**config.mk**
```make
export PLATFORM = sky130hd
export DESIGN_NAME = dtth_scale
export DESIGN_NICKNAME = d
export VERILOG_FILES = /design/src/rtl/dtth_pkg.sv /design/src/rtl/dtth_scale.sv
export SDC_FILE = /design/constraint.sdc
export NUM_CORES = 2
export LEC_CHECK = 0
export ABC_AREA = 1
export BUFFER_PORTS_ARGS = -buffer_cell sky130_fd_sc_hd__buf_4
export CAP_MARGIN = 40
export CORE_ASPECT_RATIO = 1.4
export CORE_MARGIN = 3
export CORE_UTILIZATION = 60
export DETAILED_ROUTE_END_ITERATION = 8
export GPL_ROUTABILITY_DRIVEN = 0
export HOLD_SLACK_MARGIN = 0.1
export PLACE_DENSITY = 0.78
export SETUP_SLACK_MARGIN = 0.4
export SLEW_MARGIN = 5
export SYNTH_ARGS = -nofsm -noshare
export SYNTH_HDL_FRONTEND = slang
export SYNTH_SLANG_ARGS = --single-unit
export TNS_END_PERCENT = 20
```
**constraint.sdc**
```tcl
create_clock -name clk -period 11.2 [get_ports clk]
set_input_delay 2.24 -clock clk [delete_from_list [all_inputs] [get_ports clk]]
set_output_delay 2.24 -clock clk [all_outputs]
set_load 0.02 [all_outputs]
```
**src/rtl/dtth_pkg.sv**
```systemverilog
`timescale 1ns / 1ps

package dtth_pkg;

  // Action codes of an input word
  localparam logic [1:0] ACT_SET    = 2'd0;
  localparam logic [1:0] ACT_UPDATE = 2'd1;
  localparam logic [1:0] ACT_GET    = 2'd2;

  // Configuration register indexes
  localparam logic [1:0] CFG_TICK_BITS = 2'd0;
  localparam logic [1:0] CFG_US_SCALE  = 2'd1;
  localparam logic [1:0] CFG_US_SHIFT  = 2'd2;

  // Configuration reset values
  localparam logic [5:0]  TICK_BITS_RST = 6'd16;
  localparam logic [31:0] US_SCALE_RST  = 32'd1;
  localparam logic [5:0]  US_SHIFT_RST  = 6'd0;

  localparam logic [19:0] USEC_PER_SEC = 20'd1000000;
  localparam logic [31:0] REBASE_SEC   = 32'd4200;

  // x / 1e6 == (x * DIV_MAGIC) >> 50, exact for any 32-bit x
  localparam logic [31:0] DIV_MAGIC = 32'd1125899907;
  localparam int          DIV_SHIFT = 50;
  localparam int          QUOT_W    = 13;  // max quotient 4294

  // Time carried alongside a conversion: base time, or host time on bypass
  typedef struct packed {
    logic        bypass;
    logic [31:0] sec;
    logic [19:0] usec;
  } tref_t;

  // Extended tick count handed to the scaler
  typedef struct packed {
    logic [63:0] ticks;
    tref_t       tref;
  } get_word_t;

  // Scaled microseconds handed to the splitter
  typedef struct packed {
    logic [31:0] du;
    tref_t       tref;
  } us_word_t;

  // Tick difference, masked to the counter width when the tick went backwards
  function automatic logic [31:0] masked_diff(input logic [31:0] now,
                                              input logic [31:0] tick_ref,
                                              input logic [5:0]  bits);
    logic [31:0] d;
    logic [31:0] m;
    d = now - tick_ref;
    if (bits >= 6'd32) begin
      m = '1;
    end else begin
      m = (32'd1 << bits) - 32'd1;
    end
    if (now < tick_ref) begin
      d = d & m;
    end
    return d;
  endfunction

endpackage

```
**src/rtl/dtth_scale.sv**
```systemverilog
`timescale 1ns / 1ps

module dtth_scale (
  input  logic                  clk,
  input  logic                  rst_n,
  input  logic [31:0]           us_scale,
  input  logic [5:0]            us_shift,
  input  logic                  up_valid,
  output logic                  up_ready,
  input  dtth_pkg::get_word_t   up_word,
  output logic                  dn_valid,
  input  logic                  dn_ready,
  output dtth_pkg::us_word_t    dn_word
);

  // Stage B: low partial product
  logic                vb_r;
  logic [63:0]         lo_r;
  logic [31:0]         hi_r;
  dtth_pkg::tref_t     tref_b_r;
  // Stage C: full product modulo 2^64
  logic                vc_r;
  logic [63:0]         prod_r;
  dtth_pkg::tref_t     tref_c_r;
  // Stage D: shifted microseconds
  logic                vd_r;
  dtth_pkg::us_word_t  word_r;

  logic        rd_b, rd_c, rd_d;
  logic [63:0] lo_nxt, hp, prod_nxt, sh;

  assign rd_d     = !vd_r || dn_ready;
  assign rd_c     = !vc_r || rd_d;
  assign rd_b     = !vb_r || rd_c;
  assign up_ready = rd_b;

  assign lo_nxt   = {32'b0, up_word.ticks[31:0]} * {32'b0, us_scale};
  // Only the low half of the high partial product lands below bit 64
  assign hp       = {32'b0, hi_r} * {32'b0, us_scale};
  assign prod_nxt = {lo_r[63:32] + hp[31:0], lo_r[31:0]};
  assign sh       = prod_r >> us_shift;

  always_ff @(posedge clk) begin
    if (!rst_n) begin
      vb_r <= 1'b0;
      vc_r <= 1'b0;
      vd_r <= 1'b0;
    end else begin
      if (rd_b) vb_r <= up_valid;
      if (rd_c) vc_r <= vb_r;
      if (rd_d) vd_r <= vc_r;
    end
  end

  always_ff @(posedge clk) begin
    if (rd_b && up_valid) begin
      lo_r     <= lo_nxt;
      hi_r     <= up_word.ticks[63:32];
      tref_b_r <= up_word.tref;
    end
    if (rd_c && vb_r) begin
      prod_r   <= prod_nxt;
      tref_c_r <= tref_b_r;
    end
    if (rd_d && vc_r) begin
      word_r.du   <= sh[31:0];
      word_r.tref <= tref_c_r;
    end
  end

  assign dn_valid = vd_r;
  assign dn_word  = word_r;

endmodule

```
==> metrics.md <==
| Metric | Value |
|---|---|
| First-pass GRT wire length | 287,000 µm |
| CP Max Fanout | 48 |
| CP Launch Type | input pin |
| Most frequent cells in the layout | inv_1, nand2_1, fa_1, ha_1, edfxtp_1 |
| DRC errors left | 0 |
| Worst hold path type | flip-flop to flip-flop |
| H-tree depth | 2 |
| Max-cap violation count | 0 |
| Grt met2 use | 56.2% |
| Io pins | 246 |
| Initial antenna violation count | 2 |
| Slew HR | 33.9% |
| RSZ-0062 raised after global routing | no |
| Post-synthesis sequential element count | 354 |
| CTS sink cnt | 354 |
| Final wirelength | 179,000 µm |
| Vias in the first global route | 55,400 |
| Vias post-DR | 50,700 |
| Post-CTS Setup Bufs | 0 |
| Row cnt | 142 |
| Achievable Freq | 111 MHz |
| HPWL Detailed | 137,000 µm |
| Layout Skew | 58.7 ps |
| DR vias/cell | 5.53 |
| Core Util, Final | 64.2% |
| Global routing's busiest layer | met2 |
| Place WS | 1670 ps |
| Required time of the critical path | 11,530 ps |
| Status | completed |
| Tcrit/Tclk final | 80.6% |
| Met3 Use GR | 6.11% |
| Clock root buffer | clkbuf_16 |
| Initial Utilization | 60.9% |
| Yosys cell types | 58 |
| Gr usage total | 32.6% |
| DRT antenna net count | 0 |
| Max-slew violations | 0 |
| Total CTS buffers | 36 |
| Post-synthesis cell area | 0.0656 mm² |
| Top post-synthesis cells by area | fa_1, edfxtp_1, inv_1 |
| Final worst slack | 2170 ps |
| Crit Path Class | input pin to flip-flop |
| Worst skew pair latency | 610 ps |
| Clk slew on worst S/H paths | 70 ps |
| Async set-reset flop share out of synthesis | 0% |
| Met1 Resource Use GR | 36.7% |
| Commonest non-fill, non-tap cell in the layout | inv_1 |
| DRT iter0 DRCs | 3,858 |
| Area Overhead vs Synth | 5.41% |
| Placed cells | 9,109 |
| Setup crit end kind | flip-flop |
| Top cell type's share of synthesized area | 40.7% |
| Avg Cell Area, Syn | 8.44 µm² |
| Non-filler cells, final | 9,176 |
| Least-Margin Pin Slew | 982 ps |
| CTS Buffer Depth | 3 |
| Post-layout minimum cycle time | 9030 ps |
| Final Net Count | 9,587 |
| Share of cells above drive strength 1 | 4.97% |
| Die area | 0.113 mm² |
| # setup viols final | 0 |
| Die X | 286 µm |
| Total core area | 0.108 mm² |
| PostCTS Resize Cnt | 0 |
| CTS tree | built |
| Drt wl/cell | 19.5 µm |
| Largest area contributor in the netlist | fa_1 |
| Remaining global-route overflow | 0 |
| Seq/Total Area, Yosys | 16.2% |
| Hold buffers post-CTS | 0 |
| Critical Path AT | 9360 ps |
| Fin. Hold Viols | 0 |
| Most used DFF post-synth | edfxtp_1 |
| Synth warn | 0 |
| Input/output buffers | 245 |
| Largest net degree at the start of global routing | 81 |
| 1st-pass router iterations | 7 |
| Syn Inst Count | 7,779 |
| Post-synth EDFFs | 351 |
| Setup TNS Final | 0 ps |
| Net Count, Synth | 9,659 |
| Chip height | 397 µm |
-- Yosys cell counts (all sizes together), types with 2 or more instances --
cell type	number
inv	2255
nand2	2180
fa	1334
ha	387
edfxtp	351
clkbuf	282
o21ai	181
nand3	155
nor2	147
a21oi	120
buf	99
xor2	78
mux2i	39
a31oi	25
xnor2	25
a21o	17
o221ai	17
o21bai	14
nand4	12
o211ai	9
nand3b	8
nor3	7
and3	6
nor4	5
a211oi	4
a21boi	4
dfxtp	3
o21a	2
o22ai	2
o311ai	2
o31ai	2
or2	2
-- cell type report --
class | count | area (µm²)
Fill cell | 8736 | 38700
Tap cell | 1440 | 1800
Timing Repair Buffer | 271 | 2120
Antenna cell | 2 | 5.00
Multi-Input combinational cell | 4789 | 45000
Inverter | 2255 | 8470
Sequential cell | 354 | 10600
Clock buffer | 39 | 912
Clock inverter | 26 | 236
-- routing by layer --
layer  vias up  share of wire [%]  wire, µm
met3       960                 10     17900
met1     24600                 33     58300
met2      2997                 49     87600
met5         -             0.0073        13
met4         2                8.3     14900
li1      22100                  -         -
-- registers in the layout, indices dropped and copies added (netlist names) --
register and flops:
tref_b_r 53, tref_c_r 53, vc_r 1, dn_valid 1, hi_r 32, vb_r 1
prod_r 64, dn_word 85, lo_r 64
-- kinds of logic after synthesis --
kind of cell | share of synthesized area, %
AOI/OAI and AO/OA | 3.51
and+or+nand+nor | 15.1
xor gates and xnor gates | 1.39
muxes | 0.595
DFF | 16.2
adders and majority gates | 48.1
buffers and inverters | 15.2
-- worst paths after layout --
path	from	endpoint	slack, ps	cells past startpoint
worst max-delay path	us_scale[17]	lo_r[55]	2170	22
worst min-delay path	lo_r[13]	prod_r[13]	410	0
worst max register to register	hi_r[13]	prod_r[62]	3860	22
worst min register to register	lo_r[13]	prod_r[13]	410	0
-- per-stage QoR --
stage                     cell area, µm²  hold WS (ps)
after floorplan                    65600           400
after global placement             67900           400
after detailed placement           68000           405
after CTS                          69200           411
after global routing               69200           417
final                              69200           412
-- worst max-delay path, cell delays in order --
cell	delay [ps]
buf_4	660
nand2_1	180
fa_1	540
fa_1	550
inv_1	50
fa_1	500
fa_1	570
fa_1	450
fa_1	470
fa_1	510
inv_1	60
fa_1	480
inv_1	60
ha_1	420
nand2_1	140
nor2_1	320
inv_1	150
nor4_2	340
nand3_1	130
nand3_1	170
a31oi_1	130
xnor2_1	180
Power is left out: the tool's default activity adds up to more than one toggle a clock period on the data nets, which glitch-free logic cannot reach.
