==> src/rtl/dtth_pkg.sv <==
`timescale 1ns / 1ps

package dtth_pkg;

  // Action codes of an input word
  localparam logic [1:0] ACT_SET    = 2'd0;
  localparam logic [1:0] ACT_UPDATE = 2'd1;
  localparam logic [1:0] ACT_GET    = 2'd2;

  // Configuration register indexes
  localparam logic [1:0] CFG_TICK_BITS = 2'd0;
  localparam logic [1:0] CFG_US_SCALE  = 2'd1;
  localparam logic [1:0] CFG_US_SHIFT  = 2'd2;

  // Configuration reset values
  localparam logic [5:0]  TICK_BITS_RST = 6'd16;
  localparam logic [31:0] US_SCALE_RST  = 32'd1;
  localparam logic [5:0]  US_SHIFT_RST  = 6'd0;

  localparam logic [19:0] USEC_PER_SEC = 20'd1000000;
  localparam logic [31:0] REBASE_SEC   = 32'd4200;

  // x / 1e6 == (x * DIV_MAGIC) >> 50, exact for any 32-bit x
  localparam logic [31:0] DIV_MAGIC = 32'd1125899907;
  localparam int          DIV_SHIFT = 50;
  localparam int          QUOT_W    = 13;  // max quotient 4294

  // Time carried alongside a conversion: base time, or host time on bypass
  typedef struct packed {
    logic        bypass;
    logic [31:0] sec;
    logic [19:0] usec;
  } tref_t;

  // Extended tick count handed to the scaler
  typedef struct packed {
    logic [63:0] ticks;
    tref_t       tref;
  } get_word_t;

  // Scaled microseconds handed to the splitter
  typedef struct packed {
    logic [31:0] du;
    tref_t       tref;
  } us_word_t;

  // Tick difference, masked to the counter width when the tick went backwards
  function automatic logic [31:0] masked_diff(input logic [31:0] now,
                                              input logic [31:0] tick_ref,
                                              input logic [5:0]  bits);
    logic [31:0] d;
    logic [31:0] m;
    d = now - tick_ref;
    if (bits >= 6'd32) begin
      m = '1;
    end else begin
      m = (32'd1 << bits) - 32'd1;
    end
    if (now < tick_ref) begin
      d = d & m;
    end
    return d;
  endfunction

endpackage

==> src/rtl/dtth_split.sv <==
`timescale 1ns / 1ps

module dtth_split (
  input  logic                  clk,
  input  logic                  rst_n,
  input  logic                  up_valid,
  output logic                  up_ready,
  input  dtth_pkg::us_word_t    up_word,
  output logic                  dn_valid,
  input  logic                  dn_ready,
  output logic [31:0]           dn_sec,
  output logic [19:0]           dn_usec
);

  localparam int QW = dtth_pkg::QUOT_W;

  // Stage E: seconds quotient
  logic                vE_r;
  logic [QW-1:0]       q_e_r;
  logic [31:0]         du_e_r;
  dtth_pkg::tref_t     tref_e_r;
  // Stage F: microsecond remainder
  logic                vf_r;
  logic [QW-1:0]       q_f_r;
  logic [19:0]         rem_r;
  dtth_pkg::tref_t     tref_f_r;
  // Stage G: output register
  logic                out_valid_r;
  logic [31:0]         sec_r, sec_nxt;
  logic [19:0]         usec_r, usec_nxt;

  logic        rd_e, rd_f, rd_g;
  logic [63:0] qp;
  logic [32:0] qm, rem_full;
  logic [20:0] usum, ufix;
  logic        carry;

  assign rd_g     = !out_valid_r || dn_ready;
  assign rd_f     = !vf_r || rd_g;
  assign rd_e     = !vE_r || rd_f;
  assign up_ready = rd_e;

  // Divide by one million through the reciprocal
  assign qp       = {32'b0, up_word.du} * {32'b0, dtth_pkg::DIV_MAGIC};
  assign qm       = {{(33-QW){1'b0}}, q_e_r} * {13'b0, dtth_pkg::USEC_PER_SEC};
  assign rem_full = {1'b0, du_e_r} - qm;

  // Add to base time, one carry step into seconds; host time passes through on bypass
  always_comb begin
    usum  = {1'b0, tref_f_r.usec} + {1'b0, rem_r};
    carry = (usum >= {1'b0, dtth_pkg::USEC_PER_SEC});
    ufix  = carry ? (usum - {1'b0, dtth_pkg::USEC_PER_SEC}) : usum;
    if (tref_f_r.bypass) begin
      sec_nxt  = tref_f_r.sec;
      usec_nxt = tref_f_r.usec;
    end else begin
      sec_nxt  = tref_f_r.sec + {{(32-QW){1'b0}}, q_f_r} + {31'b0, carry};
      usec_nxt = ufix[19:0];
    end
  end

  always_ff @(posedge clk) begin
    if (!rst_n) begin
      vE_r        <= 1'b0;
      vf_r        <= 1'b0;
      out_valid_r <= 1'b0;
    end else begin
      if (rd_e) vE_r        <= up_valid;
      if (rd_f) vf_r        <= vE_r;
      if (rd_g) out_valid_r <= vf_r;
    end
  end

  always_ff @(posedge clk) begin
    if (rd_e && up_valid) begin
      q_e_r    <= qp[dtth_pkg::DIV_SHIFT+QW-1:dtth_pkg::DIV_SHIFT];
      du_e_r   <= up_word.du;
      tref_e_r <= up_word.tref;
    end
    if (rd_f && vE_r) begin
      q_f_r    <= q_e_r;
      rem_r    <= rem_full[19:0];
      tref_f_r <= tref_e_r;
    end
    if (rd_g && vf_r) begin
      sec_r  <= sec_nxt;
      usec_r <= usec_nxt;
    end
  end

  assign dn_valid = out_valid_r;
  assign dn_sec   = sec_r;
  assign dn_usec  = usec_r;

`ifndef SYNTH
  // Remainder is always a proper microsecond count
  a_rem_range: assert property (@(posedge clk) disable iff (!rst_n)
    vf_r |-> (rem_r < dtth_pkg::USEC_PER_SEC))
    else $error("remainder out of range");

  // Quotient of a 32-bit value by one million stays below 4295
  a_quot_range: assert property (@(posedge clk) disable iff (!rst_n)
    vE_r |-> (q_e_r <= 13'd4294))
    else $error("quotient out of range");

  // Quotient and remainder rebuild the scaled value
  a_div_exact: assert property (@(posedge clk) disable iff (!rst_n)
    (rd_f && vE_r) |=> ({13'b0, rem_r} +
      ({{(33-QW){1'b0}}, q_f_r} * {13'b0, dtth_pkg::USEC_PER_SEC})) == $past(du_e_r))
    else $error("division mismatch");

  // A finished conversion moves into the output register when room is there
  a_out_load: assert property (@(posedge clk) disable iff (!rst_n)
    (vf_r && rd_g) |=> out_valid_r)
    else $error("result lost");
`endif

endmodule

==> config.mk <==
export PLATFORM = sky130hd
export DESIGN_NAME = dtth_split
export DESIGN_NICKNAME = d
export VERILOG_FILES = /design/src/rtl/dtth_pkg.sv /design/src/rtl/dtth_split.sv
export SDC_FILE = /design/constraint.sdc
export NUM_CORES = 1
export LEC_CHECK = 0
export BUFFER_PORTS_ARGS = -buffer_cell sky130_fd_sc_hd__buf_2
export CORE_ASPECT_RATIO = 0.8
export CORE_MARGIN = 5
export CORE_UTILIZATION = 45
export CTS_CLUSTER_DIAMETER = 120
export DETAILED_ROUTE_END_ITERATION = 12
export PLACE_DENSITY = 0.72
export SKIP_LAST_GASP = 1
export SLEW_MARGIN = 30
export SYNTH_ARGS = -nofsm -noshare
export SYNTH_HDL_FRONTEND = slang
export SYNTH_SLANG_ARGS = --single-unit
==> constraint.sdc <==
create_clock -name clk -period 8.9 [get_ports clk]
set_input_delay 0 -clock clk [delete_from_list [all_inputs] [get_ports clk]]
set_output_delay 0 -clock clk [all_outputs]
set_load 0.005 [all_outputs]
==> metrics.txt <==
initial DRC count=1196; period utilization=85.4%; Clock Sinks=227; top cells by area, synth=fa_1 (29%), edfxtp_1 (25%), ha_1 (21%), inv_1 (7.4%), xor2_1 (1.9%); Setup TNS=0 ps; main combinational cell family by area after synthesis=adder cells; crit start category=primary input; per-cell routed wire length=20.3 µm; Critical Path AT=7920 ps; post-route ant nets=0; die extent in y=227 µm; multiplexer share of the synthesized area=0.363%; Final Setup Violations=0; Yosys reg bits=227; syn avg cell area=11.6 µm²; Synth top area share=28.9%; Worst path max stage delay=580 ps; Detailed Place HPWL=55900 µm; Slowest-stage cell, CP=fa_1; most frequent cell after synthesis=inv_1; slew margin rel.=44.9%; port buffer count=142; unrepaired setup endpoints after global routing=false; Post-Synthesis Cell Area=0.0266 mm²; synth warn=0; sequential fraction of the synthesis area=25.5%; f_max=132 MHz; crit path buf inv count=6; final count of hold timing violations=0; Clk Tree Root Cell=clkbuf_16; row count=79; first-pass GRT wire length=106000 µm; vias in the first global route=19200; total gr overflow=0; Worst Max-Slew Pin Slew=827 ps; Compound-Gate Fraction of Synth Area=7.95%; fraction of layout cells with a size suffix above 1=8.76%; GPL Wtd Cong=0.987; initial antenna violation count=1; clk buf depth=3; syn_nets=3216; most frequent CP cell=fa_1; CTS Buf Count=26; CTS resizes=0; final layout net count=3459; Hold Buf Count CTS=77; CTS tree=yes; Post-Synth XOR/XNOR Area=3.46%; core area=0.0583 mm²; die area=0.0640 mm²; Primary FF master, synth=edfxtp_1; Clk Latency, worst-skew pair=560 ps; Distinct cells, synth=75; top cells by count, synth=inv_1 (524), ha_1 (449), fa_1 (383); Async SR Flop Fraction=0%; Post-Route WL=67700 µm; Max-Cap Viols=0; Clock transition at path regs=60 ps; Post-route DRC=0; Post-synth EDFFs=224; Area Overhead vs Synth=12.7%; clock skew=16.4 ps; status=completed; Hold WC Path Type=primary input to flip-flop; setup bufs post-CTS=0; Worst Setup End Kind=flip-flop; GRT Util Overall=21.4%; via/cell ratio=5.31; min cycle time layout=7600 ps; io pins=143; Simple-Gate Fraction of Synth Area=5.08%; Post-Synth Adder-Cell Area=50.0%; Pins Over Slew Limit=0; Post-Synthesis Cells=2295; # H-tree levels=1; critical path class=primary input to flip-flop; cell family with most CP delay=adder cells; First-pass DRT Iterations=6; leading area contributor after synthesis=fa_1; Initial Utilization=45.6%; CP required=9210 ps; crit-path max FO=9; pin count of the biggest net entering global routing=87; Die W=282 µm; via count=17700
metrics by stage:
| stage | cells | utilization, % | worst slack (ps) | cell area, µm² | hold slack, ps |
|---|---|---|---|---|---|
| global route | 3327 | 51.3 | 981 | 29900 | 141 |
| detailed placement | 3202 | 48.5 | 1310 | 28300 | 178 |
| floorplan | 2295 | - | 1510 | 26600 | 98.9 |
| CTS | 3327 | 51.3 | 1340 | 29900 | 131 |
| global placement | 3202 | 48.5 | 1460 | 28300 | 177 |
| finish | 3328 | 51.4 | 1300 | 29900 | 163 |
sequential cells by signal, indices dropped and copies added (netlist names):
name,flops
vE_r,1
vf_r,1
du_e_r,20
tref_f_r,53
q_f_r,13
dn_valid,1
rem_r,20
q_e_r,13
tref_e_r,53
dn_sec,32
dn_usec,20
cell type report:
cell class | count | area [µm²]
clock buffer | 30 | 666
inverter | 526 | 1970
multi-input combinational | 1532 | 17800
timing repair buffer | 225 | 1530
clock inverter | 18 | 220
sequential | 227 | 6790
fill | 5084 | 28400
tap | 769 | 962
antenna | 1 | 2.50
layout by cell type (no fill, tap or decap), types with 59 or more instances in the layout:
cell,count
dlygate4sd3_1,77
inv_1,524
fa_1,383
nand2_1,67
a21oi_1,84
o21ai_0,62
xor2_1,59
edfxtp_1,224
nor2_1,59
ha_1,449
buf_2,142
path summary, 6_finish.rpt:
path / depth (start not counted) / slack, ps / endpoint / from
setup / recovery: 25 / 1300 / q_e_r[11] / up_word[69]
hold / removal: 2 / 160 / tref_e_r[15] / up_word[15]
setup reg to reg: 23 / 1790 / dn_sec[26] / rem_r[0]
hold reg to reg: 0 / 420 / tref_f_r[0] / tref_e_r[0]
layer usage:
metal / up-vias / part of all wire (%) / GRT usage [%]
met5: - / 0 / 0
met2: 627 / 45 / 34.0
met1: 8808 / 44 / 29.8
li1: 8133 / - / -
met4: 0 / 2.7 / 5.40
met3: 111 / 8.4 / 5.32
worst reg2reg max path, cell delays in order (launching register included):
cell and delay [ps]:
edfxtp_1 430, ha_1 290, fa_1 410, a21o_1 210, nand4_1 160, a21oi_2 100, o41ai_2 520, o21ai_0 260
xor2_1 480, o221ai_2 240, o21ai_2 440, inv_2 180, fa_1 460, fa_1 420, nor2b_1 130, o21ai_0 120
a21boi_0 290, o21ai_0 170, a21boi_0 260, o21ai_0 160, a21oi_1 370, o311ai_2 310, a21oi_1 310, xor2_1 110
cells by family after synthesis:
family	after synthesis
AO/OA/AOI/OAI	315
buffers and inverters	536
XOR/XNOR	105
AND/OR/NAND/NOR	271
flip-flops	227
multiplexers	9
adder cells (fa/ha/maj)	832
Power is left out: the tool's default activity adds up to more than one toggle a clock period on the data nets, which glitch-free logic cannot reach.
