==> config.mk <==
export PLATFORM = sky130hd
export DESIGN_NAME = dtth_front
export DESIGN_NICKNAME = d
export VERILOG_FILES = /design/src/rtl/dtth_pkg.sv /design/src/rtl/dtth_front.sv
export SDC_FILE = /design/constraint.sdc
export NUM_CORES = 1
export LEC_CHECK = 0
export BUFFER_PORTS_ARGS = -buffer_cell sky130_fd_sc_hd__buf_2
export CORE_AREA = 2 2 265 267
export CTS_BUF_LIST = sky130_fd_sc_hd__clkbuf_2 sky130_fd_sc_hd__clkbuf_4 sky130_fd_sc_hd__clkbuf_8
export CTS_CLUSTER_SIZE = 24
export DETAILED_ROUTE_END_ITERATION = 6
export DIE_AREA = 0 0 267 269
export PLACE_DENSITY_LB_ADDON = 0.1
export SLEW_MARGIN = 20
export SYNTH_ARGS = -nofsm -noshare
export SYNTH_HDL_FRONTEND = slang
export SYNTH_SLANG_ARGS = --single-unit
==> constraint.sdc <==
create_clock -name clk -period 8.6 [get_ports clk]
set_clock_uncertainty 0.15 [all_clocks]
set_input_delay 1.72 -clock clk [delete_from_list [all_inputs] [get_ports clk]]
set_output_delay 1.72 -clock clk [all_outputs]
set_load 0.01 [all_outputs]
==> src/rtl/dtth_pkg.sv <==
`timescale 1ns / 1ps

package dtth_pkg;

  // Action codes of an input word
  localparam logic [1:0] ACT_SET    = 2'd0;
  localparam logic [1:0] ACT_UPDATE = 2'd1;
  localparam logic [1:0] ACT_GET    = 2'd2;

  // Configuration register indexes
  localparam logic [1:0] CFG_TICK_BITS = 2'd0;
  localparam logic [1:0] CFG_US_SCALE  = 2'd1;
  localparam logic [1:0] CFG_US_SHIFT  = 2'd2;

  // Configuration reset values
  localparam logic [5:0]  TICK_BITS_RST = 6'd16;
  localparam logic [31:0] US_SCALE_RST  = 32'd1;
  localparam logic [5:0]  US_SHIFT_RST  = 6'd0;

  localparam logic [19:0] USEC_PER_SEC = 20'd1000000;
  localparam logic [31:0] REBASE_SEC   = 32'd4200;

  // x / 1e6 == (x * DIV_MAGIC) >> 50, exact for any 32-bit x
  localparam logic [31:0] DIV_MAGIC = 32'd1125899907;
  localparam int          DIV_SHIFT = 50;
  localparam int          QUOT_W    = 13;  // max quotient 4294

  // Time carried alongside a conversion: base time, or host time on bypass
  typedef struct packed {
    logic        bypass;
    logic [31:0] sec;
    logic [19:0] usec;
  } tref_t;

  // Extended tick count handed to the scaler
  typedef struct packed {
    logic [63:0] ticks;
    tref_t       tref;
  } get_word_t;

  // Scaled microseconds handed to the splitter
  typedef struct packed {
    logic [31:0] du;
    tref_t       tref;
  } us_word_t;

  // Tick difference, masked to the counter width when the tick went backwards
  function automatic logic [31:0] masked_diff(input logic [31:0] now,
                                              input logic [31:0] tick_ref,
                                              input logic [5:0]  bits);
    logic [31:0] d;
    logic [31:0] m;
    d = now - tick_ref;
    if (bits >= 6'd32) begin
      m = '1;
    end else begin
      m = (32'd1 << bits) - 32'd1;
    end
    if (now < tick_ref) begin
      d = d & m;
    end
    return d;
  endfunction

endpackage

==> src/rtl/dtth_front.sv <==
`timescale 1ns / 1ps

module dtth_front (
  input  logic                  clk,
  input  logic                  rst_n,
  input  logic [5:0]            tick_bits,
  input  logic                  up_valid,
  output logic                  up_ready,
  input  logic [1:0]            up_action,
  input  logic [31:0]           up_tick,
  input  logic [31:0]           up_hsec,
  input  logic [19:0]           up_husec,
  output logic                  dn_valid,
  input  logic                  dn_ready,
  output dtth_pkg::get_word_t   dn_word
);

  // Input register
  logic        va_r;
  logic [1:0]  act_r;
  logic [31:0] tick_r;
  logic [31:0] hsec_r;
  logic [19:0] husec_r;

  // Time base state
  logic [31:0] prev_tick_r, prev_tick_nxt;
  logic [31:0] last_tick_r, last_tick_nxt;
  logic [63:0] total_r, total_nxt;
  logic [31:0] base_sec_r, base_sec_nxt;
  logic [19:0] base_usec_r, base_usec_nxt;
  logic [31:0] lh_sec_r, lh_sec_nxt;
  logic [19:0] lh_usec_r, lh_usec_nxt;

  // Get output register
  logic                vg_r;
  dtth_pkg::get_word_t word_r, word_nxt;

  logic        is_get, is_set, is_upd;
  logic        rd_g, fire;
  logic [31:0] tick_ref, diff;
  logic [63:0] total_keep;
  logic        rebase;

  assign is_get = (act_r == dtth_pkg::ACT_GET);
  assign is_set = (act_r == dtth_pkg::ACT_SET);
  assign is_upd = (act_r == dtth_pkg::ACT_UPDATE);

  // Only a get needs room downstream
  assign rd_g     = !vg_r || dn_ready;
  assign fire     = va_r && (!is_get || rd_g);
  assign up_ready = !va_r || fire;

  assign tick_ref = is_upd ? prev_tick_r : last_tick_r;
  assign diff     = dtth_pkg::masked_diff(tick_r, tick_ref, tick_bits);
  assign rebase   = (lh_sec_r != '0) && ((lh_sec_r - base_sec_r) > dtth_pkg::REBASE_SEC);

  // State update for set and update words
  always_comb begin
    prev_tick_nxt = prev_tick_r;
    last_tick_nxt = last_tick_r;
    total_nxt     = total_r;
    base_sec_nxt  = base_sec_r;
    base_usec_nxt = base_usec_r;
    lh_sec_nxt    = lh_sec_r;
    lh_usec_nxt   = lh_usec_r;
    total_keep    = total_r;
    if (fire && is_set) begin
      if (base_sec_r == '0) begin
        base_sec_nxt  = hsec_r;
        base_usec_nxt = husec_r;
        lh_sec_nxt    = '0;
      end else begin
        if (rebase) begin
          base_sec_nxt  = lh_sec_r;
          base_usec_nxt = lh_usec_r;
          total_keep    = '0;
        end
        lh_sec_nxt  = hsec_r;
        lh_usec_nxt = husec_r;
      end
      prev_tick_nxt = last_tick_r;
      last_tick_nxt = tick_r;
      total_nxt     = total_keep;
      if (lh_sec_nxt != '0) begin
        total_nxt = total_keep + {32'b0, diff};
      end
    end else if (fire && is_upd) begin
      last_tick_nxt = tick_r;
      if (lh_sec_r != '0) begin
        total_nxt = total_r + {32'b0, diff};
      end
    end
  end

  // Get word: extended tick count and time reference
  always_comb begin
    word_nxt.ticks       = {32'b0, diff} + total_r;
    word_nxt.tref.bypass = (lh_sec_r == '0);
    word_nxt.tref.sec    = word_nxt.tref.bypass ? hsec_r  : base_sec_r;
    word_nxt.tref.usec   = word_nxt.tref.bypass ? husec_r : base_usec_r;
  end

  always_ff @(posedge clk) begin
    if (!rst_n) begin
      va_r        <= 1'b0;
      vg_r        <= 1'b0;
      prev_tick_r <= '0;
      last_tick_r <= '0;
      total_r     <= '0;
      base_sec_r  <= '0;
      base_usec_r <= '0;
      lh_sec_r    <= '0;
      lh_usec_r   <= '0;
    end else begin
      if (up_ready) begin
        va_r <= up_valid;
      end
      if (rd_g) begin
        vg_r <= fire && is_get;
      end
      prev_tick_r <= prev_tick_nxt;
      last_tick_r <= last_tick_nxt;
      total_r     <= total_nxt;
      base_sec_r  <= base_sec_nxt;
      base_usec_r <= base_usec_nxt;
      lh_sec_r    <= lh_sec_nxt;
      lh_usec_r   <= lh_usec_nxt;
    end
  end

  // Payload registers
  always_ff @(posedge clk) begin
    if (up_ready && up_valid) begin
      act_r   <= up_action;
      tick_r  <= up_tick;
      hsec_r  <= up_hsec;
      husec_r <= up_husec;
    end
    if (fire && is_get) begin
      word_r <= word_nxt;
    end
  end

  assign dn_valid = vg_r;
  assign dn_word  = word_r;

endmodule

==> impl_metrics.tcl <==
set metrics [dict create \
    synth_area_leaders "edfxtp_1, dfxtp_1, ha_1, a21oi_1, nand2_1" \
    drt_first_pass_iters 6 \
    timing.final.ws_setup_ns 0.651 \
    tritoncts "yes" \
    end_kind "flop" \
    gp_congestion 0.902 \
    grt_pass1_vias 22000 \
    worst_pin_slew_ns 1.03 \
    timing.hold.ws_ns 0.303 \
    reg2reg_depth 29 \
    max_freq_mhz 126 \
    synthFlopType "dfxtp_1" \
    preCtsSetupSlack_ns 0.314 \
    areaGrowthSynthToFinish_pct 14.8 \
    yosysTopAreaCellShare_pct 24.0 \
    crit_path_max_incr_delay_ns 0.53 \
    setup_viol 0 \
    hold_class "flop to flop" \
    rows 97 \
    status "finished, final reports clean" \
    min_period_ns 7.95 \
    critical_path.max_fanout 24 \
    slowest_stage "o41ai_2" \
    antenna_found_initial 1 \
    portBuffers 214 \
    synth_seq_cells 437 \
    syn_nets 3047 \
    wl_per_cell_um 21.5 \
    timing.rr.start "act_r[1]$_DFFE_PP_" \
    cts_root_buf "clkbuf_8" \
    via_count 22600 \
    regToRegSetupSlack_ns 0.65 \
    place_area_sq_um 27300 \
    post-route-period-util_pct 92.4 \
    synth.most_common_cell "nand2_1" \
    wl_um 86200 \
    cp-endpoint "total_r[63]$_SDFFE_PN0P_" \
    required_ns 9.03 \
    die_height_um 269 \
    setup.worst_path.start_class "flop" \
    yosysUniqueCellTypes 86 \
    multiInputGateArea_sq_um 13700 \
    die_x_um 267 \
    rsz0062_at_grt "no" \
    relSlewSlack_pct 31.6 \
    hold_viol 0 \
    num-fill-cells 6893 \
    yosysWarnings 0 \
    ys_top_cells_by_count "nand2_1, a21oi_1, dfxtp_1" \
    synth_area_per_cell_sq_um 9.00 \
    via_per_inst 5.64 \
    grt_overflow 0 \
    synth_top_cell_by_area "edfxtp_1" \
    fp.dieArea_sq_um 71800 \
    hold_buffers 0 \
    floorplan.initialDensity_pct 36.6 \
    ys_async_sr_fraction_pct 0 \
    seq_area_sq_um 10800 \
    drc_errors 0 \
    grt_pass1_wl_um 131000 \
    num_io_pins 215 \
    final_util_pct 42.0 \
    coreArea_sq_um 69300 \
    grt_util_all_layers_pct 23.4 \
    ys_seq_area_share_pct 42.5 \
    worstSetupStartpoint "act_r[1]$_DFFE_PP_" \
    clock_sinks 437 \
    p_leak_uw 0.0112 \
    maxCapViolations 0 \
    cts.htree.levels 3 \
    design_area_sq_um 29100 \
    netlist_instances 2819 \
    tns_ns 0 \
    slew_violations 0 \
    grt_max_degree 110 \
    dp.final_hpwl_um 60800 \
    drt-initial-drc-count 1829 \
    cts_buffers 82 \
    ir_drop_uv 173 \
    layout-drive-gt1-share_pct 15.8 \
    clk_latency_ns 0.67 \
    clockBufferDepth 3 \
    synth_area_sq_um 25400 \
    p_per_area_nw_per_um2 227 \
    worstPathArrival_ns 8.38 \
    clk_pin_slew_ns 0.06 \
    synth_edf_count 203 \
    detail-route-antenna-nets 0 \
    reg2reg_to "total_r[63]$_SDFFE_PN0P_" \
    fin_nets 3220 \
    critPathKind "flop to flop" \
]
## layout make-up
type	count	area share (%)
flip-flops and latches	437	37.0
clock inverters	36	1.17
diodes	1	0.00859
inverters	82	1.07
well taps	940	4.04
multi-input cells	2135	47.0
clock buffers	115	4.86
repair buffers	254	4.80
## state kept, by name, summed over array words and instances (netlist names), 2 cells and up
name	count
base_sec_r	32
prev_tick_r	32
base_usec_r	20
last_tick_r	32
husec_r	20
lh_usec_r	20
act_r	2
tick_r	32
lh_sec_r	32
dn_word	117
total_r	64
hsec_r	32
## timing repair
action | 4_1_cts | 5_1_grt
gates resized for setup | 0 | 4
buffers inserted | 0 | 0
endpoints found under the hold margin | 0 | 0
setup endpoints to repair | 0 | 34
## per-layer routing
layer  vias to the layer above  part of all wire, %  track usage, %  wire length, um
li1                      10800                    -               -                -
met1                     10900                   44            30.2            37700
met2                       736                   48            39.3            40900
met3                       169                  5.3            3.99             4590
met4                         0                  3.4            8.76             2960
met5                         -                    0               0                0
## power by group
group          internal [uW]  switching, uW  leakage [uW]
registers               2310           74.6       0.00386
logic                    702           1320       0.00644
clock network           1250            956      0.000915
total                   4260           2350        0.0112
## worst min path at each step
| stage | start | end | slack, ns | cells past startpoint |
|---|---|---|---|---|
| 2_1_floorplan | prev_tick_r[0]$_SDFFE_PN0P_ | prev_tick_r[0]$_SDFFE_PN0P_ | 0.28 | 2 |
| 3_3_place_gp | lh_usec_r[17]$_SDFFE_PN0P_ | lh_usec_r[17]$_SDFFE_PN0P_ | 0.29 | 2 |
| 3_5_place_dp | prev_tick_r[2]$_SDFFE_PN0P_ | prev_tick_r[2]$_SDFFE_PN0P_ | 0.30 | 2 |
| 4_1_cts | last_tick_r[26]$_SDFFE_PN0P_ | prev_tick_r[26]$_SDFFE_PN0P_ | 0.30 | 2 |
| 5_1_grt | prev_tick_r[6]$_SDFFE_PN0P_ | prev_tick_r[6]$_SDFFE_PN0P_ | 0.32 | 2 |
| 6_report | prev_tick_r[30]$_SDFFE_PN0P_ | prev_tick_r[30]$_SDFFE_PN0P_ | 0.30 | 2 |
## worst max-delay path, delay by kind of cell, from the launching register on
| kind | cells | cell delay (ns) |
|---|---|---|
| AO/OA/AOI/OAI | 17 | 4.09 |
| flip-flops | 1 | 0.48 |
| buffers and inverters | 2 | 0.32 |
| multiplexers | 1 | 0.19 |
| adder cells (fa/ha/maj) | 3 | 0.95 |
| AND/OR/NAND/NOR | 6 | 1.67 |
## per-stage QoR
step                      std cells  power [uW]
after floorplan                2819        3800
after global placement         3847        4430
after detailed placement       3848        4430
after CTS                      3999        6670
after global routing           4000        6950
final                          4000        6610
## layout by cell type (no fill, tap or decap), types with 25 or more instances in the layout
| cell | instances |
|---|---|
| a211oi_1 | 34 |
| mux2_2 | 25 |
| buf_2 | 214 |
| and2_1 | 45 |
| buf_4 | 38 |
| xor2_1 | 62 |
| nand4_1 | 33 |
| nand2_1 | 385 |
| clkbuf_4 | 27 |
| clkbuf_8 | 88 |
| ha_1 | 128 |
| nor2_1 | 147 |
| edfxtp_1 | 203 |
| and3_1 | 27 |
| dfxtp_1 | 234 |
| o221ai_1 | 28 |
| mux2i_1 | 46 |
| o21ai_0 | 148 |
| a21oi_1 | 299 |
| nor3_1 | 49 |
| nand3_1 | 86 |
| a31oi_1 | 47 |
| o21a_1 | 33 |
| inv_1 | 81 |
| a21o_1 | 52 |
| nor4_1 | 35 |
| xnor2_1 | 84 |
## cells by family (layout without fill, tap and decap cells)
kind of cell               Yosys count  in the layout  share of synthesized area [%]
other                                0              1                              0
AOI/OAI and AO/OA                  867            867                           22.1
buffers and inverters              247            487                           3.83
xor gates and xnor gates           146            146                           5.04
and+or+nand+nor                    919            919                           17.0
DFF                                437            437                           42.5
muxes                               71             71                           2.92
adders and majority gates          132            132                           6.63
(Power assumes the default switching activity.)
